===== config.mk =====
export PLATFORM = sky130hd
export DESIGN_NAME = dpna_ctrl
export DESIGN_NICKNAME = d
export VERILOG_FILES = /design/src/dpna_pkg.sv /design/src/dpna_ctrl.sv
export SDC_FILE = /design/constraint.sdc
export NUM_CORES = 1
export LEC_CHECK = 0
export BUFFER_PORTS_ARGS = -buffer_cell sky130_fd_sc_hd__buf_2
export CAP_MARGIN = 40
export CORE_AREA = 2 2 39 41
export CTS_CLUSTER_DIAMETER = 40
export DETAILED_ROUTE_END_ITERATION = 12
export DIE_AREA = 0 0 41 43
export PLACE_DENSITY = 0.68
export SLEW_MARGIN = 0
export SYNTH_ARGS = -nofsm -noshare
export SYNTH_HDL_FRONTEND = slang
export SYNTH_SLANG_ARGS = --single-unit

===== constraint.sdc =====
create_clock -name clock -period 1.2 [get_ports clock]
set_input_delay 0.12 -clock clock [delete_from_list [all_inputs] [get_ports clock]]
set_output_delay 0.12 -clock clock [all_outputs]
set_load 0.005 [all_outputs]

===== src/dpna_pkg.sv =====
// Package: types, constants and helpers of the defect pixel neighbor average block.
`timescale 1ns / 1ps
`default_nettype none
package dpna_pkg;

   // Frame store geometry
   localparam int MAX_WIDTH         = 1024;
   localparam int MAX_HEIGHT        = 1024;
   localparam int NEIGHBOR_DISTANCE = 2;
   localparam int MEM_DEPTH         = MAX_WIDTH * MAX_HEIGHT;
   localparam int ADDR_W            = $clog2(MEM_DEPTH);

   // Field widths
   localparam int OP_W  = 2;
   localparam int X_W   = 10;
   localparam int Y_W   = 10;
   localparam int PIX_W = 8;
   localparam int SUM_W = PIX_W + 2;
   localparam int CFG_W = 11;
   localparam int IDX_W = 1;

   // Width for frame bound compares
   localparam int MAXDIM_BITS = $clog2(((MAX_WIDTH > MAX_HEIGHT) ? MAX_WIDTH : MAX_HEIGHT) + 1);
   localparam int DIM_W       = ((CFG_W > MAXDIM_BITS) ? CFG_W : MAXDIM_BITS) + 1;

   // Register indexes and reset values
   localparam logic [IDX_W-1:0] REG_FRAME_WIDTH  = 1'b0;
   localparam logic [IDX_W-1:0] REG_FRAME_HEIGHT = 1'b1;
   localparam logic [CFG_W-1:0] FRAME_WIDTH_RESET  = CFG_W'(1024);
   localparam logic [CFG_W-1:0] FRAME_HEIGHT_RESET = CFG_W'(1024);

   typedef enum logic [OP_W-1:0] {
      OP_LOAD    = 2'd0,
      OP_CORRECT = 2'd1,
      OP_READ    = 2'd2,
      OP_NONE    = 2'd3
   } op_type;

   // Store address source
   typedef enum logic [2:0] {
      AS_CENTER = 3'd0,
      AS_RIGHT  = 3'd1,
      AS_LEFT   = 3'd2,
      AS_DOWN   = 3'd3,
      AS_UP     = 3'd4
   } addr_sel_type;

   // Result kind
   typedef enum logic [1:0] {
      RSP_ZERO = 2'd0,
      RSP_OOF  = 2'd1,
      RSP_READ = 2'd2,
      RSP_CORR = 2'd3
   } rsp_sel_type;

   // Controller to datapath commands
   typedef struct packed {
      logic         latch_req;
      addr_sel_type addr_sel;
      logic         mem_we;
      logic         wdata_avg;
      logic         sum_load;
      logic         sum_acc;
      logic         rsp_fire;
      rsp_sel_type  rsp_sel;
   } cmd_type;

   // Datapath to controller status
   typedef struct packed {
      op_type op;
      logic   oof;
      logic   inner;
   } status_type;

   // Linear store address of a pixel
   function automatic logic [ADDR_W-1:0] pix_addr(input logic [X_W-1:0] x,
                                                  input logic [Y_W-1:0] y);
      pix_addr = ADDR_W'(y) * ADDR_W'(MAX_WIDTH) + ADDR_W'(x);
   endfunction

endpackage
`default_nettype wire


===== src/dpna_ctrl.sv =====
// Controller: sequences load, read, correct and no-op requests over the frame store.
`timescale 1ns / 1ps
`default_nettype none
module dpna_ctrl (
   input  wire logic                 clock,
   input  wire logic                 reset,
   input  wire logic                 start,
   output logic                      busy,
   input  wire dpna_pkg::status_type status,
   output dpna_pkg::cmd_type         cmd
);

   typedef enum logic [6:0] {
      S_IDLE  = 7'b0000001,
      S_CHECK = 7'b0000010,
      S_READ  = 7'b0000100,
      S_NBR1  = 7'b0001000,
      S_NBR2  = 7'b0010000,
      S_NBR3  = 7'b0100000,
      S_WRITE = 7'b1000000
   } state_type;

   state_type state_ff, state_in;

   assign busy = (state_ff != S_IDLE);

   // Next state and commands
   always_comb begin
      state_in     = state_ff;
      cmd          = '0;
      cmd.addr_sel = dpna_pkg::AS_CENTER;
      cmd.rsp_sel  = dpna_pkg::RSP_ZERO;
      unique case (state_ff)
         S_IDLE: begin
            if (start) begin
               cmd.latch_req = 1'b1;
               state_in      = S_CHECK;
            end
         end
         S_CHECK: begin
            priority if (status.oof) begin
               cmd.rsp_fire = 1'b1;
               cmd.rsp_sel  = dpna_pkg::RSP_OOF;
               state_in     = S_IDLE;
            end else if (status.op == dpna_pkg::OP_LOAD) begin
               cmd.mem_we   = 1'b1;
               cmd.rsp_fire = 1'b1;
               state_in     = S_IDLE;
            end else if (status.op == dpna_pkg::OP_READ) begin
               state_in = S_READ;
            end else if (status.op == dpna_pkg::OP_CORRECT && status.inner) begin
               cmd.addr_sel = dpna_pkg::AS_RIGHT;
               state_in     = S_NBR1;
            end else begin
               cmd.rsp_fire = 1'b1;
               state_in     = S_IDLE;
            end
         end
         S_READ: begin
            cmd.rsp_fire = 1'b1;
            cmd.rsp_sel  = dpna_pkg::RSP_READ;
            state_in     = S_IDLE;
         end
         S_NBR1: begin
            cmd.addr_sel = dpna_pkg::AS_LEFT;
            cmd.sum_load = 1'b1;
            state_in     = S_NBR2;
         end
         S_NBR2: begin
            cmd.addr_sel = dpna_pkg::AS_DOWN;
            cmd.sum_acc  = 1'b1;
            state_in     = S_NBR3;
         end
         S_NBR3: begin
            cmd.addr_sel = dpna_pkg::AS_UP;
            cmd.sum_acc  = 1'b1;
            state_in     = S_WRITE;
         end
         S_WRITE: begin
            cmd.mem_we    = 1'b1;
            cmd.wdata_avg = 1'b1;
            cmd.rsp_fire  = 1'b1;
            cmd.rsp_sel   = dpna_pkg::RSP_CORR;
            state_in      = S_IDLE;
         end
         default: begin
            state_in = S_IDLE;
         end
      endcase
   end

   // Advance state
   always_ff @(posedge clock) begin
      if (reset) begin
         state_ff <= S_IDLE;
      end else begin
         state_ff <= state_in;
      end
   end

endmodule
`default_nettype wire


==> reports/metrics.cfg <==
[sta]
fin_crit_sh_pct=135.1
fin_ws_ns=-0.4207
finalSetupViolCount=19
drv_slew=0
fmax_ghz=0.6170
worstMarginPinSlew_ns=0.2793
finalHoldViolCount=0
relSlewSlack_pct=81.30
fin_crit_ns=1.621
rsz0062_at_grt=true
clock_skew_ns=0.005614

[cells_and_area]
top_register=state_ff
final_nets=108
nFillCells=119
multiInputGateArea_um2=360.3
area_growth_pct=90.61
diodes=0
regArea_um2=153.9
finish.utilization_pct=62.39
largest_register_ffs=7
drive_gt1_share_pct=64.00
top_regs=state_ff: 7 flops
layoutNonFillerInstCount=116

[floorplan]
io_pins=19
dieArea_mm2=0.001763
core_area_mm2=0.001384
die_h_um=43
die_w_um=41
num_rows=14
start_util_pct=32.73

[critical_path]
crit_type=register to output port
max_stage_delay_ns=0.34
cp_common_cell=buf_4
cp_top_family=simple AND/OR/NAND/NOR gates
cp-startpoint=state_ff[3]
r2r-end=state_ff[4]
worstReg2RegStart=state_ff[3]
endpoint=cmd[10]
reg2reg_slack_ns=-0.13
required_ns=1.08
crit_slowest_cell=dfxtp_2
cp_max_fo=3
reg2reg_depth=6
cp-start-kind=register
crit_chain=nor3_4, buf_4, nand4b_1, buf_4, nor2_1, buf_2
cp.depth=6
critPathArrivalTime_ns=1.50
cp-end-kind=output port
path_buf_inv=3

[yosys]
synth_top_area_cell=dfxtp_1
yosysTopAreaCellShare_pct=30.94
ys_types=28
synth.most_common_cell=nor2_1
synth_area_per_cell_um2=8.235
yosys_warnings=0
synthFlopType=dfxtp_1
synth_area_leaders=dfxtp_1 (31%), nor2_1 (8.3%), a41o_1 (4.4%)
syn_nets=62
synth_edf_count=0
synth_common_cells=nor2_1 (10), dfxtp_1 (7), nand2_1 (4)
synth-async-reset-ratio_pct=0
ys_seq_area_share_pct=30.94
synth-seq-cells=7
syn-cell-area_um2=452.9
postSynthCellCount=55

[drt]
post_drt_wl_per_cell_um=14.27
drcViolationCount=0
finalWirelength_um=1655
dr.pass1.iters=4
ant_nets=0
drt_iter0_drc=29
avgViaCountPerCell=4.897
wl_met2_um=900
m1WireLength_um=671
via_count=568
wl_met3_um=63
top_layer=met4

[cts]
cts_made_buffers=3
clk_pin_slew_ns=0.06
cts_buffer_depth=2
cts_tree=yes
clock_sinks=7
insertion_delay_ns=0.25
hold_buffers=0
ctsRootBufferMaster=clkbuf_4
htreeDepth=1

[power]
irDropWorstVdd_uv=765.0
power_leakage_nw=0.4765
power.density_mw_per_mm2=805.1
fin_total_pwr_mw=0.6951

[min_path]
min_path_type=input pin to register

[grt]
grt_max_degree=5
grt_usage_pct=22.11
antenna_found_initial=0
overflow=0
grt_pass1_vias=565
grt_pass1_wl_um=2525

[status]
violations=negative setup slack
status=finished, violations left

[place]
port_buffers=18
place_inst=105
globalplace.congestion=0.8337
hpwl_um=1138

[run]
cap_violations=0

-- layer usage --
metal / GRT usage, % / vias up
met1: 22.90 / 267
met5: 0 / -
met4: 10.67 / 0
met3: 8.377 / 2
li1: - / 287
met2: 36.56 / 12
-- where the power goes --
| part | total (mW) | leakage [nW] | switching, mW | internal, mW |
|---|---|---|---|---|
| logic | 0.225 | 0.401 | 0.0976 | 0.128 |
| registers | 0.252 | 0.0601 | 0.0116 | 0.240 |
| clock network | 0.218 | 0.0150 | 0.0907 | 0.127 |
-- worst min path at each step --
stage	from	endpoint	cells after the start
finish	reset	state_ff[1]	2
global route	reset	state_ff[1]	2
CTS	reset	state_ff[1]	2
detailed placement	reset	state_ff[1]	2
global placement	reset	state_ff[1]	2
floorplan	reset	state_ff[1]	1
-- stage by stage --
stage	setup slack, ns	TNS, ns	area, um2	hold WS (ns)
floorplan	-0.04397	-0.1864	460.4	0.1993
global placement	-0.1162	-0.5062	690.7	0.3326
detailed placement	-0.1415	-0.7182	690.7	0.3348
CTS	-0.3968	-3.710	819.5	0.07342
global route	-0.4915	-5.473	863.3	0.08528
finish	-0.4207	-4.263	863.3	0.09827
-- area by class of cell --
cell class | count | share of cell area, %
timing repair buffer | 41 | 33.77
sequential | 7 | 17.83
inverter | 3 | 1.304
clock buffer | 4 | 3.043
tap | 16 | 2.319
multi-input combinational | 45 | 41.74
-- cells in the final DEF, fill, tap and decap left out, types with 2 or more instances in the layout --
cell,Yosys,routed
a41o_1,2,2
buf_2,0,17
buf_4,0,17
buf_6,0,7
clkbuf_4,0,3
dfxtp_2,0,5
dfxtp_4,0,2
inv_1,3,3
nand2_1,4,4
nand3_2,1,2
nand4b_1,2,2
nor2_1,10,8
nor2_2,0,2
o21ai_1,0,2
o21bai_1,2,2
-- what timing repair did --
item / in CTS / in global routing
setup endpoints to repair: 16 / 19
setup buffers: 4 / 3
gates resized for setup: 21 / 3
pin swaps: 13 / 6
-- cells by family (layout without fill, tap and decap cells) --
group,count (synthesis),count (layout),share of synthesized area [%]
xor gates and xnor gates,3,3,5.802
AOI/OAI and AO/OA,10,10,16.02
buffers and inverters,3,48,2.486
and+or+nand+nor,32,32,44.76
DFF,7,7,30.94
Power figures use the tool's default switching activity.
